<file path="src/sadc_pkg.sv">
`timescale 1ns / 1ps
// Package for the serial ADC read sequencer.
// Holds the sequence constants, the half-period reset value and the link pin struct.
// No dependencies.
package sadc_pkg;

    // Default word length of the converter.
    localparam int DEF_DATA_BITS = 8;

    // Width of the reported conversion value.
    localparam int VALUE_W = 8;

    // Half periods spent in the command and settling phase.
    localparam int CMD_SEGS = 9;

    // Command half periods that carry the odd bit and the select bit.
    localparam int POS_ODD_LO = 4;
    localparam int POS_ODD_HI = 5;
    localparam int POS_SEL    = 6;

    // Half-period length after reset, in ticks.
    localparam logic [7:0] HALF_PERIOD_RESET = 8'd2;

    // Levels on the three-wire link, plus the end-of-sequence pulse.
    typedef struct packed {
        logic chip_select;
        logic serial_clock;
        logic data_out;
        logic data_drive;
        logic done;
    } t_link_pins;

endpackage

</file>
<file path="src/sadc_step.sv">
`timescale 1ns / 1ps
// Next-state and pin logic of the serial ADC read sequencer for one timebase tick.
// Purely combinational; uses sadc_pkg.
module sadc_step
    import sadc_pkg::*;
#(
    parameter int DATA_BITS = DEF_DATA_BITS,
    parameter int POS_W     = $clog2(CMD_SEGS + 4 * DATA_BITS)
) (
    input  logic [7:0]           i_half_period,
    input  logic                 i_start_req,
    input  logic [1:0]           i_channel,
    input  logic                 i_data_in,
    input  logic                 i_busy,
    input  logic [POS_W-1:0]     i_pos,
    input  logic [7:0]           i_tick,
    input  logic [1:0]           i_mux,
    input  logic [DATA_BITS-1:0] i_msb_word,
    input  logic [DATA_BITS-1:0] i_lsb_word,
    input  logic [VALUE_W-1:0]   i_result,
    input  logic                 i_mismatch,
    output logic                 o_busy_nxt,
    output logic [POS_W-1:0]     o_pos_nxt,
    output logic [7:0]           o_tick_nxt,
    output logic [1:0]           o_mux_nxt,
    output logic [DATA_BITS-1:0] o_msb_word_nxt,
    output logic [DATA_BITS-1:0] o_lsb_word_nxt,
    output logic [VALUE_W-1:0]   o_result_nxt,
    output logic                 o_mismatch_nxt,
    output t_link_pins           o_pins
);

    localparam int TOTAL_SEGS = CMD_SEGS + 4 * DATA_BITS;
    localparam int K_W        = POS_W - 1;

    localparam logic [POS_W-1:0] CMD_END   = POS_W'(CMD_SEGS);
    localparam logic [POS_W-1:0] LAST_POS  = POS_W'(TOTAL_SEGS - 1);
    localparam logic [POS_W-1:0] ODD_LO    = POS_W'(POS_ODD_LO);
    localparam logic [POS_W-1:0] ODD_HI    = POS_W'(POS_ODD_HI);
    localparam logic [POS_W-1:0] SEL_POS   = POS_W'(POS_SEL);
    localparam logic [K_W-1:0]   K_DB      = K_W'(DATA_BITS);
    localparam logic [K_W-1:0]   K_LAST    = K_W'(DATA_BITS - 1);

    logic [7:0]                   hp;
    logic                         half_end;
    logic [POS_W-1:0]             q;
    logic [K_W-1:0]               k;
    logic [K_W-1:0]               j;
    logic                         sample_now;
    logic [DATA_BITS-1:0]         msb_s;
    logic [DATA_BITS-1:0]         lsb_s;
    logic [DATA_BITS+VALUE_W-1:0] msb_wide;
    logic                         same;
    logic [POS_W-1:0]             qn;
    logic                         done_nxt;

    // A zero half period behaves as one tick.
    assign hp       = (i_half_period == 8'd0) ? 8'd1 : i_half_period;
    assign half_end = ({1'b0, i_tick} + 9'd1) >= {1'b0, hp};

    // Read-phase bit index: odd read half periods end with the clock low.
    assign q          = i_pos - CMD_END;
    assign k          = q[POS_W-1:1];
    assign j          = k - K_LAST;
    assign sample_now = (i_pos >= CMD_END) && q[0];

    // Shift the sample into the MSB-first word, into the LSB-first word, or both.
    always_comb begin
        msb_s = i_msb_word;
        lsb_s = i_lsb_word;
        if (sample_now) begin
            if (k < K_DB) begin
                msb_s = {i_msb_word[DATA_BITS-2:0], i_data_in};
                if (k == K_LAST) begin
                    lsb_s[0] = i_lsb_word[0] | i_data_in;
                end
            end else begin
                for (int b = 0; b < DATA_BITS; b++) begin
                    if (j == K_W'(b)) begin
                        lsb_s[b] = i_lsb_word[b] | i_data_in;
                    end
                end
            end
        end
    end

    assign same     = (msb_s == lsb_s);
    assign msb_wide = {{VALUE_W{1'b0}}, msb_s};

    // Sequence control: start when idle, otherwise step once per half period.
    always_comb begin
        o_busy_nxt     = i_busy;
        o_pos_nxt      = i_pos;
        o_tick_nxt     = i_tick;
        o_mux_nxt      = i_mux;
        o_msb_word_nxt = i_msb_word;
        o_lsb_word_nxt = i_lsb_word;
        o_result_nxt   = i_result;
        o_mismatch_nxt = i_mismatch;
        done_nxt       = 1'b0;
        if (!i_busy) begin
            if (i_start_req) begin
                o_busy_nxt     = 1'b1;
                o_pos_nxt      = '0;
                o_tick_nxt     = 8'd0;
                o_mux_nxt      = {(i_channel > 2'd1), i_channel[0]};
                o_msb_word_nxt = '0;
                o_lsb_word_nxt = '0;
            end
        end else if (half_end) begin
            o_tick_nxt     = 8'd0;
            o_msb_word_nxt = msb_s;
            o_lsb_word_nxt = lsb_s;
            if (i_pos >= LAST_POS) begin
                o_result_nxt   = same ? msb_wide[VALUE_W-1:0] : '0;
                o_mismatch_nxt = !same;
                o_busy_nxt     = 1'b0;
                o_pos_nxt      = '0;
                done_nxt       = 1'b1;
            end else begin
                o_pos_nxt = i_pos + POS_W'(1);
            end
        end else begin
            o_tick_nxt = i_tick + 8'd1;
        end
    end

    assign qn = o_pos_nxt - CMD_END;

    // Link levels follow the state after this tick.
    always_comb begin
        o_pins.chip_select  = 1'b1;
        o_pins.serial_clock = 1'b0;
        o_pins.data_out     = 1'b1;
        o_pins.data_drive   = 1'b1;
        o_pins.done         = done_nxt;
        if (o_busy_nxt) begin
            o_pins.chip_select = 1'b0;
            if (o_pos_nxt < CMD_END) begin
                o_pins.serial_clock = o_pos_nxt[0];
                if (o_pos_nxt == ODD_LO || o_pos_nxt == ODD_HI) begin
                    o_pins.data_out = o_mux_nxt[0];
                end else if (o_pos_nxt == SEL_POS) begin
                    o_pins.data_out = o_mux_nxt[1];
                end
            end else begin
                o_pins.serial_clock = !qn[0];
                o_pins.data_drive   = 1'b0;
                o_pins.data_out     = 1'b0;
            end
        end
    end

endmodule

</file>
<file path="src/serial_adc_read_sequencer_core.sv">
`timescale 1ns / 1ps
// Top level of the serial ADC read sequencer: state registers, result register and handshakes.
// Depends on sadc_pkg and sadc_step.
//
// Usage: each input transaction is one timebase tick carrying i_start_req, i_channel and the
// sampled data line level i_data_in. Every input transaction yields exactly one output
// transaction with the link levels (chip select, serial clock, data out, drive enable), the
// busy flag, a one-transaction done pulse, the last value and the mismatch flag.
// A conversion runs 9 + 4 * DATA_BITS half periods of i_cfg_wr_data ticks each (zero acts as
// one); the value is taken as the MSB-first word when it agrees with the LSB-first word.
// The output transaction for a tick is valid the cycle after the tick is accepted. Throughput
// is one tick per cycle, set by the single result register; a new tick is accepted whenever
// the result register is empty or is being taken in the same cycle.
// When the receiver stalls, the result register holds and the input is not accepted.
// The half-period register is written whenever i_cfg_wr_en is high.
// Reset (synchronous, active low) returns the sequencer to idle, clears the words, the value
// and the mismatch flag, sets the half period to 2 ticks and empties the result register.
module serial_adc_read_sequencer_core
    import sadc_pkg::*;
#(
    parameter int DATA_BITS = DEF_DATA_BITS
) (
    input  logic               i_clk,
    input  logic               i_rst_n,
    input  logic               i_cfg_wr_en,
    input  logic [7:0]         i_cfg_wr_data,
    input  logic               i_in_valid,
    output logic               o_in_ready,
    input  logic               i_start_req,
    input  logic [1:0]         i_channel,
    input  logic               i_data_in,
    output logic               o_out_valid,
    input  logic               i_out_ready,
    output logic               o_chip_select,
    output logic               o_serial_clock,
    output logic               o_data_out,
    output logic               o_data_drive,
    output logic               o_busy_res,
    output logic               o_done_res,
    output logic [VALUE_W-1:0] o_value,
    output logic               o_mismatch
);

    localparam int POS_W = $clog2(CMD_SEGS + 4 * DATA_BITS);

    logic [7:0]           r_half_period;
    logic                 r_busy,     n_busy;
    logic [POS_W-1:0]     r_pos,      n_pos;
    logic [7:0]           r_tick,     n_tick;
    logic [1:0]           r_mux,      n_mux;
    logic [DATA_BITS-1:0] r_msb_word, n_msb_word;
    logic [DATA_BITS-1:0] r_lsb_word, n_lsb_word;
    logic [VALUE_W-1:0]   r_result,   n_result;
    logic                 r_mismatch, n_mismatch;
    t_link_pins           r_pins,     n_pins;
    logic                 r_out_valid;
    logic                 accept;

    // A tick is taken when the result register is free or drains this cycle.
    assign o_in_ready = !r_out_valid || i_out_ready;
    assign accept     = i_in_valid && o_in_ready;

    sadc_step #(
        .DATA_BITS (DATA_BITS),
        .POS_W     (POS_W)
    ) u_step (
        .i_half_period  (r_half_period),
        .i_start_req    (i_start_req),
        .i_channel      (i_channel),
        .i_data_in      (i_data_in),
        .i_busy         (r_busy),
        .i_pos          (r_pos),
        .i_tick         (r_tick),
        .i_mux          (r_mux),
        .i_msb_word     (r_msb_word),
        .i_lsb_word     (r_lsb_word),
        .i_result       (r_result),
        .i_mismatch     (r_mismatch),
        .o_busy_nxt     (n_busy),
        .o_pos_nxt      (n_pos),
        .o_tick_nxt     (n_tick),
        .o_mux_nxt      (n_mux),
        .o_msb_word_nxt (n_msb_word),
        .o_lsb_word_nxt (n_lsb_word),
        .o_result_nxt   (n_result),
        .o_mismatch_nxt (n_mismatch),
        .o_pins         (n_pins)
    );

    // Half-period configuration register.
    always_ff @(posedge i_clk) begin
        if (!i_rst_n) begin
            r_half_period <= HALF_PERIOD_RESET;
        end else if (i_cfg_wr_en) begin
            r_half_period <= i_cfg_wr_data;
        end
    end

    // Sequencer state advances once per accepted tick.
    always_ff @(posedge i_clk) begin
        if (!i_rst_n) begin
            r_busy     <= 1'b0;
            r_pos      <= '0;
            r_tick     <= 8'd0;
            r_mux      <= 2'd0;
            r_msb_word <= '0;
            r_lsb_word <= '0;
            r_result   <= '0;
            r_mismatch <= 1'b0;
        end else if (accept) begin
            r_busy     <= n_busy;
            r_pos      <= n_pos;
            r_tick     <= n_tick;
            r_mux      <= n_mux;
            r_msb_word <= n_msb_word;
            r_lsb_word <= n_lsb_word;
            r_result   <= n_result;
            r_mismatch <= n_mismatch;
        end
    end

    // Result register for the link levels and the done pulse.
    always_ff @(posedge i_clk) begin
        if (!i_rst_n) begin
            r_out_valid <= 1'b0;
        end else if (accept) begin
            r_out_valid <= 1'b1;
        end else if (i_out_ready) begin
            r_out_valid <= 1'b0;
        end
    end

    always_ff @(posedge i_clk) begin
        if (accept) begin
            r_pins <= n_pins;
        end
    end

    // Busy, value and mismatch change only on accepted ticks, so the state drives them.
    assign o_out_valid    = r_out_valid;
    assign o_chip_select  = r_pins.chip_select;
    assign o_serial_clock = r_pins.serial_clock;
    assign o_data_out     = r_pins.data_out;
    assign o_data_drive   = r_pins.data_drive;
    assign o_done_res     = r_pins.done;
    assign o_busy_res     = r_busy;
    assign o_value        = r_result;
    assign o_mismatch     = r_mismatch;

endmodule
</file>
<file path="config.mk">
export PLATFORM = sky130hd
export DESIGN_NAME = serial_adc_read_sequencer_core
export DESIGN_NICKNAME = d
export VERILOG_FILES = /design/src/sadc_pkg.sv /design/src/sadc_step.sv /design/src/serial_adc_read_sequencer_core.sv
export SDC_FILE = /design/constraint.sdc
export NUM_CORES = 1
export LEC_CHECK = 0
export BUFFER_PORTS_ARGS = -buffer_cell sky130_fd_sc_hd__buf_4
export CAP_MARGIN = 20
export CORE_ASPECT_RATIO = 1.1
export CORE_MARGIN = 3
export CORE_UTILIZATION = 28
export CTS_BUF_LIST = sky130_fd_sc_hd__clkbuf_8
export CTS_CLUSTER_SIZE = 30
export DETAILED_ROUTE_END_ITERATION = 16
export GPL_TIMING_DRIVEN = 0
export PLACE_DENSITY = 0.41
export SETUP_SLACK_MARGIN = 0.4
export SLEW_MARGIN = 15
export SYNTH_ARGS = -nofsm -noshare
export SYNTH_HDL_FRONTEND = slang
export SYNTH_SLANG_ARGS = --single-unit
</file>
<file path="constraint.sdc">
create_clock -name i_clk -period 2.95 [get_ports i_clk]
set_clock_uncertainty 0.05 [all_clocks]
set_input_delay 0.59 -clock i_clk [delete_from_list [all_inputs] [get_ports i_clk]]
set_output_delay 0.59 -clock i_clk [all_outputs]
set_load 0.02 [all_outputs]
</file>
# Word-level counts from Yosys, hierarchy flattened
# Cells that the tools add are included.
[word_totals]
inputBits = 17
word_cells = 104
reg_bits = 56
out_inout_bits = 17
[classes]
n_reduce_logical = 15
mux = 41
bitwise_logic = 8
n_eq_ne = 13
add_sub_neg = 6
n_lt_le_gt_ge = 6
[ops]
columns = ["cell", "n"]
rows = [
  ["2-to-1 mux 8 bit", 12],
  ["equality test 5 x 3 -> 1 bit (second input constant)", 5],
  ["2-to-1 mux 6 bit", 4],
  ["2-to-1 mux 1 bit", 20],
  ["equality test 6 x 3 -> 1 bit (second input constant)", 3],
  ["equality test 5 x 2 -> 1 bit (second input constant)", 2],
  ["adder 8 x 1 -> 9 bit (second input constant)", 1],
  [">= comparator 9 x 8 -> 1 bit", 1],
  ["adder 8 x 1 -> 8 bit (second input constant)", 1],
  ["equality test 8 bit", 1],
  ["zero test 8 bit", 1],
  ["OR 1 bit", 8],
  ["2-to-1 mux 7 bit", 1],
  ["adder 6 x 1 -> 6 bit (second input constant)", 1],
  [">= comparator 6 x 4 -> 1 bit (second input constant)", 1],
  [">= comparator 6 bit (second input constant)", 1],
  ["< comparator 6 x 4 -> 1 bit (second input constant)", 1],
  ["2-to-1 mux 2 bit", 3],
  ["subtractor 6 x 4 -> 6 bit (second input constant)", 1],
  ["equality test 5 x 1 -> 1 bit (second input constant)", 1],
  ["zero test 5 bit", 1],
  ["< comparator 5 x 4 -> 1 bit (second input constant)", 1],
  ["subtractor 5 x 3 -> 5 bit (second input constant)", 1],
  ["2-to-1 mux 4 bit", 1],
  ["other kinds (10)", 16],
]

# Logic depth before layout (Yosys ltp)
# Gate-level depths: netlist (run 1).
[depth]
word_depth = 10
mapped_depth = 14
mapped_depth_nobuf = 13

# By module
# From an unflattened synthesis (run 1), not the netlist that was laid out.
[unflattened]
cells_unflattened = 475
hier_area_um2 = 3967.6
[by_module_without_submodules]
columns = ["mod", "cells_per_inst", "area_per_inst_um2", "seq_area_each_um2", "n_inst"]
rows = [
  ["serial_adc_read_sequencer_core", 218, 2214.6, 1171.1, 1],
  ["sadc_step", 257, 1752.9, 0.0, 1],
]

# Worst setup path before layout (run 1)
# No wires, ideal clock.
[synth_timing]
path_kind = "register to register"
from = "register r_tick[0]"
to = "register r_pins, in the netlist o_data_out (data pin)"
path_stages_with_launch = 15
arrival_time_ps = 2866
period_less_slack_ps = 3192
setup_time_ps = 276
path_slack_ps = -242
path_buffers = 1
required_ps = 2624
cell_sequence = "dfxtp_1 -> ha_1 -> and3_1 -> and3_4 -> xor2_1 -> ha_1 -> a21oi_1 -> nor2b_1 -> a311o_1 -> a41oi_4 -> buf_2 -> mux2i_1 -> o211ai_1 -> nand2_1 -> a41oi_2"
[synth_via]
elab_chain_cells = 8
word_cells_on_any_way = 14
classes_between = "1 x add/sub; 2 x order compare; 3 x eq/ne; 7 x mux; 1 x reduce/logical"
[synth_rtl]
columns = ["element", "line", "rtl"]
rows = [
  ["from (decl)", "serial_adc_read_sequencer_core.sv:49", "logic [7:0] r_tick, n_tick;"],
  ["from (signal assigned)", "serial_adc_read_sequencer_core.sv:113", "r_tick <= n_tick;"],
  ["adder 8 x 1 -> 9 bit (*)", "sadc_step.sv:59", "assign half_end = ({1'b0, i_tick} + 9'd1) >= {1'b0, hp};"],
  [">= comparator 9 x 8 -> 1 bit (*)", "sadc_step.sv:59", ""],
  ["branches (longest 6 deep; another with < comparator 6 x 4 -> 1 bit)", "-", ""],
  ["to (signal assigned)", "serial_adc_read_sequencer_core.sv:135", "r_pins <= n_pins;"],
  ["to (decl)", "serial_adc_read_sequencer_core.sv:55", "t_link_pins r_pins, n_pins;"],
]
# Mark *: on every way between the ends.
# A chain may end at the register's enable or synchronous reset.

# Final worst setup path (run 1)
[layout_timing]
from = "register r_tick[1]"
to = "register r_pins, in the netlist o_data_out (data pin)"
# Same word-level chain as after synthesis.

==> qor.tcl, run 1 <==
set qor(clock-root-buffer) {sky130_fd_sc_hd__clkbuf_8}
set qor(cap_viol_max_count) 0
set qor(gr-usage-all-layers_pct) 16.1
set qor(initialDrtViolationCount) 167
set qor(hold_viol) 0
set qor(yosys.cell_types.count) 64
set qor(clkTransAtPathRegs_ns) 0.10
set qor(tightestPinTransition_ns) 1.00
set qor(failed_checks) {setup timing}
set qor(timing.final.setup_violations) 38
set qor(grt_overflow_total) 0
set qor(min_path_type) {reg2reg}
set qor(syn-mean-instance-area_um2) 8.22
set qor(floorplan.io_pins) 34
set qor(place_congestion) 0.791
set qor(crit_path_start_kind) {register}
set qor(holdBufCountCts) 0
set qor(run_status) {complete, but fails checks}
set qor(setup.worst_path.end_class) {register}
set qor(cts_inserted_buffers) 5
set qor(drt.antenna.violating_nets) 0
set qor(setup_total_negative_slack_ns) -4.73
set qor(timing.final.max_slew_violations) 0
set qor(drtPass1Iterations) 4
set qor(rows) 41
set qor(grt_setup_unrepaired) {yes}
set qor(clkLatencyLatePin_ns) 0.32
set qor(mostFrequentLayoutCell) {sky130_fd_sc_hd__buf_4}
set qor(min_period_ns) 3.19
set qor(fp.dieArea_um2) 13600
set qor(first_global_vias) 3316
set qor(nets) 513
set qor(crit_arrival_ns) 3.19
set qor(clock_sink_count) 56
set qor(grt_max_degree) 16
set qor(drc) 0
set qor(irDropWorstVdd_mv) 0.169
set qor(cts_htree_levels) 2
set qor(post_synthesis_net_count) 447
set qor(powerDensity_nw_per_um2) 319
set qor(yosys_warnings) 0
set qor(most-common-layout-cells) {sky130_fd_sc_hd__buf_4, sky130_fd_sc_hd__dfxtp_1, sky130_fd_sc_hd__nor2_1}
set qor(hpwlAfterDp_mm) 7.24
set qor(syn_inst) 418
set qor(final_layout_size_suffix_gt1_share_pct) 30.8
set qor(maxSlewHeadroom_pct) 32.6
set qor(timing.setup.critical_path_class) {reg2reg}
set qor(syn_area_um2) 3440
set qor(buffer_ports.inserted) 32
set qor(n_antenna_cell) 0
set qor(synth_edf_count) 5
set qor(final.setup.worst_slack_ns) -0.236
set qor(max_freq_mhz) 314
set qor(initial_utilization_pct) 29.3
set qor(area_growth_pct) 35.6
set qor(most_used_flip_flop_cell_after_synthesis) {sky130_fd_sc_hd__dfxtp_1}
set qor(via_per_inst) 5.26
set qor(yosys_register_bits) 56
set qor(synth_async_sr_flop_share_pct) 0
set qor(core-area_um2) 11700
set qor(finalPower_mw) 1.49
set qor(route.final.wire_length_mm) 11.0
set qor(synth_sequential_area_ratio_pct) 34.1
set qor(floorplan.die.height_um) 122
set qor(cp_max_fo) 7
set qor(wl_per_cell_um) 17.3
set qor(leakage_nw) 1.76
set qor(fin_crit_sh_pct) 108
set qor(clk_path_buf_depth) 2
set qor(grt_antenna_before_repair) 0
set qor(grt_first_pass_wirelength_mm) 17.6
set qor(tritoncts) {built}
set qor(floorplan.die.width_um) 112
set qor(vias) 3337
set qor(critPathRequiredTime_ns) 2.95
==> area by class of cell <==
cell class | instances | area [um^2]
fill | 1210 | 7090
multi-input combinational | 330 | 2520
sequential | 56 | 1190
timing repair buffer | 55 | 489
tap | 150 | 188
buffer | 23 | 156
clock buffer | 5 | 68.8
inverter | 13 | 48.8
clock inverter | 2 | 8.76
==> final timing paths <==
path	cells after the start	endpoint	startpoint	slack, ns
min	2	o_value[4]$_SDFFE_PN0P_	o_value[4]$_SDFFE_PN0P_	0.42
max	16	o_data_out$_SDFFCE_PP1P_	r_tick[1]$_SDFFE_PN0P_	-0.24
min reg2reg	2	o_value[4]$_SDFFE_PN0P_	o_value[4]$_SDFFE_PN0P_	0.42
max reg2reg	16	o_data_out$_SDFFCE_PP1P_	r_tick[1]$_SDFFE_PN0P_	-0.24
==> metrics by stage <==
step,area [um^2],hold slack [ns],std cells,util [%],worst slack (ns)
finish,4660,0.417,634,39.7,-0.236
detailed placement,3920,0.395,600,33.3,-0.537
global route,4660,0.438,634,39.7,-0.367
CTS,4500,0.427,630,38.3,-0.225
global placement,3920,0.391,600,33.3,-0.537
floorplan,3490,0.387,418,-,-0.0330
==> power breakdown <==
group | internal, mW | switching (mW) | leakage (nW)
registers | 0.779 | 0.0102 | 0.460
clock network | 0.160 | 0.262 | 0.0452
logic | 0.119 | 0.158 | 1.26
total | 1.06 | 0.431 | 1.76
==> registers in the layout (all words and copies together), names as in the netlist <==
name            count
o_value             8
r_half_period       8
r_lsb_word          8
r_msb_word          8
r_tick              8
r_pos               6
r_mux               2
o_busy_res          1
o_chip_select       1
o_data_drive        1
o_data_out          1
o_done_res          1
o_mismatch          1
o_out_valid         1
o_serial_clock      1
==> per-layer routing <==
| metal | track usage, % | share of wire [%] |
|---|---|---|
| met1 | 21.6 | 48 |
| met2 | 26.1 | 47 |
| met3 | 3.03 | 3.1 |
| met4 | 5.17 | 2.2 |
| met5 | 0 | 0 |
==> logic make-up after synthesis <==
group           after synthesis  synth area share, %
buf+inv                      36                 4.95
compound gates              117                 22.8
fa+ha+maj                    12                 4.37
flops                        56                 34.1
xor+xnor                     17                 4.33
mux                          18                 5.35
simple gates                162                 24.1
==> repair_timing <==
action | CTS | global route
gates cloned | 5 | 0
gates resized for setup | 64 | 32
setup endpoints to repair | 45 | 47
pin swaps | 43 | 21
buffers inserted | 18 | 4
==> worst max-delay path: stages (launching register included) <==
cell                       delay (ns)
sky130_fd_sc_hd__dfxtp_4         0.38
sky130_fd_sc_hd__ha_4            0.16
sky130_fd_sc_hd__and3_4          0.17
sky130_fd_sc_hd__and3_4          0.18
sky130_fd_sc_hd__xor2_1          0.14
sky130_fd_sc_hd__ha_1            0.34
sky130_fd_sc_hd__a21oi_2         0.14
sky130_fd_sc_hd__nor2b_1         0.06
sky130_fd_sc_hd__a311o_1         0.30
sky130_fd_sc_hd__a41oi_4         0.21
sky130_fd_sc_hd__buf_12          0.15
sky130_fd_sc_hd__buf_6           0.09
sky130_fd_sc_hd__buf_6           0.09
sky130_fd_sc_hd__o21a_1          0.16
sky130_fd_sc_hd__o211ai_1        0.10
sky130_fd_sc_hd__nand2_1         0.14
sky130_fd_sc_hd__a41oi_2         0.04
==> synth_stat cells, drive strengths merged, types with 3 or more instances <==
master	n	share of area, %
buf	12	2.3
nor2b	12	2.2
nand3b	4	0.87
nor2	46	5.0
clkbuf	11	1.2
edfxtp	5	4.4
a21o	4	0.87
o31ai	10	2.3
nand3	8	1.3
nand2b	9	1.6
nand2	37	4.0
a22oi	3	0.80
nor3	11	1.7
mux2	3	0.98
a211oi	3	0.80
dfxtp	51	30
a21oi	37	5.5
and2	10	1.8
nor3b	4	0.87
mux2i	15	4.4
ha	12	4.4
and3	14	2.7
xnor2	9	2.3
a31oi	11	2.2
inv	11	1.2
o21ai	27	3.9
xor2	8	2.0
No activity file was read; power rests on OpenSTA's default activity.
==> run 2: changes to the inputs <==
--- a/config.mk
+++ b/config.mk
@@ -16,6 +16,7 @@
 export GPL_TIMING_DRIVEN = 0
 export PLACE_DENSITY = 0.41
 export SETUP_SLACK_MARGIN = 0.4
+export SKIP_LAST_GASP = 1
 export SLEW_MARGIN = 15
 export SYNTH_ARGS = -nofsm -noshare
 export SYNTH_HDL_FRONTEND = slang
==> run 2 against run 1 <==
Effect of this change: wire length fell by 0.43%; core utilization about the same; first-iteration DRC count down 6.6%; via count down 0.99%; combinational power about the same; register-to-register slack worse by 0.02 ns; the flow still finishes with violations (setup timing); worst setup slack worse by 0.016 ns; final area is essentially flat; critical endpoint unchanged; sequential power about the same.
==> qor.tcl, run 2 (synthesis gave the netlist of run 1 again) <==
set qor(clkTransAtPathRegs_ns) 0.10 ;# about the same
set qor(most-common-layout-cells) {sky130_fd_sc_hd__buf_4, sky130_fd_sc_hd__dfxtp_1, sky130_fd_sc_hd__nor2_1}
set qor(rr_endpoint) {o_data_out$_SDFFCE_PP1P_}
set qor(failed_checks) {setup timing}
set qor(timing.final.setup_violations) 38 ;# unchanged
set qor(p_sw_mw) 0.431 ;# about the same
set qor(grt_setup_unrepaired) {yes}
set qor(crit_chain) {ha_4 > and3_4 > and3_4 > xor2_1 > ha_1 > a21oi_2 > nor2b_1 > a311o_1 > a41oi_4 > buf_12 > a21oi_1 > o22ai_1 > mux2_2 > a41oi_2}
set qor(area_growth_pct) 35.7 ;# about the same
set qor(min_path_type) {reg2reg}
set qor(top_layer_used) {met4}
set qor(max_freq_mhz) 312 ;# -0.49%
set qor(worst_case_hold_slack_ns) 0.417 ;# +0.000791 ns
set qor(crit_path_start_kind) {register}
set qor(initial_utilization_pct) 29.3 ;# unchanged
set qor(fin_crit_sh_pct) 109 ;# +0.54 points
set qor(leakage_nw) 1.76 ;# -0.18%
set qor(maxSlewHeadroom_pct) 34.2 ;# +1.6 points
set qor(crit_arrival_ns) 3.32 ;# +0.13 ns
set qor(critPathRequiredTime_ns) 3.07 ;# +0.12 ns
set qor(grt_first_pass_wirelength_mm) 17.6 ;# about the same
set qor(route.final.wire_length_mm) 10.9 ;# -0.43%
set qor(hpwlAfterDp_mm) 7.24 ;# unchanged
set qor(grt_max_degree) 16 ;# unchanged
set qor(min_period_ns) 3.20 ;# +0.0158 ns
set qor(worst_path_max_delay_cell) {sky130_fd_sc_hd__dfxtp_4}
set qor(clock_sink_count) 56 ;# unchanged
set qor(tritoncts) {built}
set qor(grt_antenna_before_repair) 0 ;# unchanged
set qor(cap_viol_max_count) 0 ;# unchanged
set qor(hold_path_end) {o_value[4]$_SDFFE_PN0P_}
set qor(wl_per_cell_um) 17.1 ;# -0.90%
set qor(floorplan.io_pins) 34 ;# unchanged
set qor(sequentialPowerShare_pct) 53.1 ;# about the same
set qor(path_common_cell) {sky130_fd_sc_hd__and3_4}
set qor(wire_length_the_detailed_router_placed_on_met1_mm) 5.15 ;# -1.0%
set qor(placement.cell_area_um2) 3920 ;# unchanged
set qor(fp.dieArea_um2) 13600 ;# unchanged
set qor(hold_start) {o_value[4]$_SDFFE_PN0P_}
set qor(startpoint) {r_tick[1]$_SDFFE_PN0P_}
set qor(cp_max_fo) 7 ;# unchanged
set qor(mostFrequentLayoutCell) {sky130_fd_sc_hd__buf_4}
set qor(via_per_inst) 5.19 ;# -1.5%
set qor(final_layout_size_suffix_gt1_share_pct) 30.8 ;# about the same
set qor(power.share.switching_pct) 29.0 ;# +0.040 points
set qor(first_global_vias) 3317 ;# +0.030%
set qor(worst_hold_path.num_cells) 2 ;# unchanged
set qor(vias) 3304 ;# -0.99%
set qor(cts_inserted_buffers) 5 ;# unchanged
set qor(intPower_mw) 1.06 ;# -0.15%
set qor(met2RoutedLength_mm) 5.14 ;# -0.50%
set qor(setup_total_negative_slack_ns) -4.69 ;# +0.0394 ns
set qor(grt_overflow_total) 0 ;# unchanged
set qor(place_inst) 600 ;# unchanged
set qor(floorplan.die.height_um) 122 ;# unchanged
set qor(tightestPinTransition_ns) 0.977 ;# -0.0234 ns
set qor(hold_viol) 0 ;# unchanged
set qor(gr-usage-all-layers_pct) 16.1 ;# about the same
set qor(drtPass1Iterations) 4 ;# unchanged
set qor(setup.worst_path.end_class) {register}
set qor(initialDrtViolationCount) 156 ;# -6.6%
set qor(ff2ff_setup_slack_ns) -0.25 ;# -0.02 ns
set qor(clock-root-buffer) {sky130_fd_sc_hd__clkbuf_8}
set qor(drc) 0 ;# unchanged
set qor(final-instance-count-excl-fill) 637 ;# +0.47%
set qor(place_congestion) 0.791 ;# unchanged
set qor(clkLatencyLatePin_ns) 0.32 ;# about the same
set qor(timing.critical_path.slowest_cell_delay_ns) 0.38 ;# about the same
set qor(clk_path_buf_depth) 2 ;# unchanged
set qor(timing.setup.critical_path_class) {reg2reg}
set qor(holdBufCountCts) 0 ;# unchanged
set qor(core_utilization_of_the_finished_layout_pct) 39.7 ;# about the same
set qor(comb_power_share_pct) 18.5 ;# -0.2 points
set qor(final.setup.worst_slack_ns) -0.252 ;# -0.0158 ns
set qor(timing.final.max_slew_violations) 0 ;# unchanged
set qor(run_status) {complete, but fails checks}
set qor(n_antenna_cell) 0 ;# unchanged
set qor(nets) 516 ;# +0.58%
set qor(non_filler_cell_area_final_um2) 4670 ;# about the same
set qor(irDropWorstVdd_mv) 0.174 ;# +3.1%
set qor(buffer_ports.inserted) 32 ;# unchanged
set qor(floorplan.die.width_um) 112 ;# unchanged
set qor(timing.rr.start) {r_tick[1]$_SDFFE_PN0P_}
set qor(drt.antenna.violating_nets) 0 ;# unchanged
set qor(power_frac_clock_pct) 28.4 ;# about the same
set qor(core-area_um2) 11700 ;# unchanged
set qor(rows) 41 ;# unchanged
set qor(powerDensity_nw_per_um2) 319 ;# -0.17%
set qor(cts_htree_levels) 2 ;# unchanged
set qor(met3_wirelength_um) 371 ;# +8.2%
set qor(ff2ff_path_depth) 14 ;# -2
-- run 2: worst max path at each step --
stage                                     endpoint  slack [ns]  cells after the start
after floorplan           o_data_out$_SDFFCE_PP1P_       -0.03                     13
after global placement     o_mismatch$_SDFFE_PN0P_       -0.54                     11
after detailed placement   o_mismatch$_SDFFE_PN0P_       -0.54                     12
after CTS                 o_data_out$_SDFFCE_PP1P_       -0.24                     14
after global routing      o_data_out$_SDFFCE_PP1P_       -0.37                     15
final                     o_data_out$_SDFFCE_PP1P_       -0.25                     14
-- run 2: final cells by class --
class	count	area, um^2
Buffer	23	156
Sequential cell	56	1190
Multi-Input combinational cell	330	2500
Clock inverter	2	8.76
Timing Repair Buffer	58	508
Clock buffer	5	68.8
Tap cell	150	188
Inverter	13	48.8
Fill cell	1204	7080
-- run 2: worst max-delay path: cells and delay by family (launching register included) --
kind	cells	cell delay [ns]
AOI/OAI and AO/OA	6	1.05
adders and majority gates	2	0.50
and+or+nand+nor	3	0.41
DFF	1	0.38
muxes	1	0.37
buffers and inverters	1	0.15
xor gates and xnor gates	1	0.14
-- run 2: routing by layer --
metal	GRT usage, %	vias up
met1	21.6	1565
met4	5.17	0
met3	3.03	20
met5	0	-
met2	26.1	66
li1	-	1653
-- run 2: power by group through the flow --
| stage | combinational, mW | sequential [mW] | clock (mW) |
|---|---|---|---|
| 2_1_floorplan | 0.132 | 0.812 | 0 |
| 3_3_place_gp | 0.208 | 0.809 | 0 |
| 3_5_place_dp | 0.209 | 0.809 | 0 |
| 4_1_cts | 0.268 | 0.789 | 0.452 |
| 5_1_grt | 0.299 | 0.791 | 0.480 |
| 6_report | 0.275 | 0.789 | 0.423 |
-- run 2: timing repair --
action | CTS | global route
setup endpoints to repair | 45 | 47
buffers inserted | 18 | 7
gates cloned | 5 | 0
pin swaps | 35 | 17
gates resized for setup | 63 | 28
endpoints found under the hold margin | 0 | 0
-- run 2: stage by stage --
stage          worst slack [ns]  total power [mW]
3_3_place_gp             -0.537              1.02
3_5_place_dp             -0.537              1.02
6_report                 -0.252              1.49
5_1_grt                  -0.370              1.57
2_1_floorplan           -0.0330             0.943
4_1_cts                  -0.237              1.51
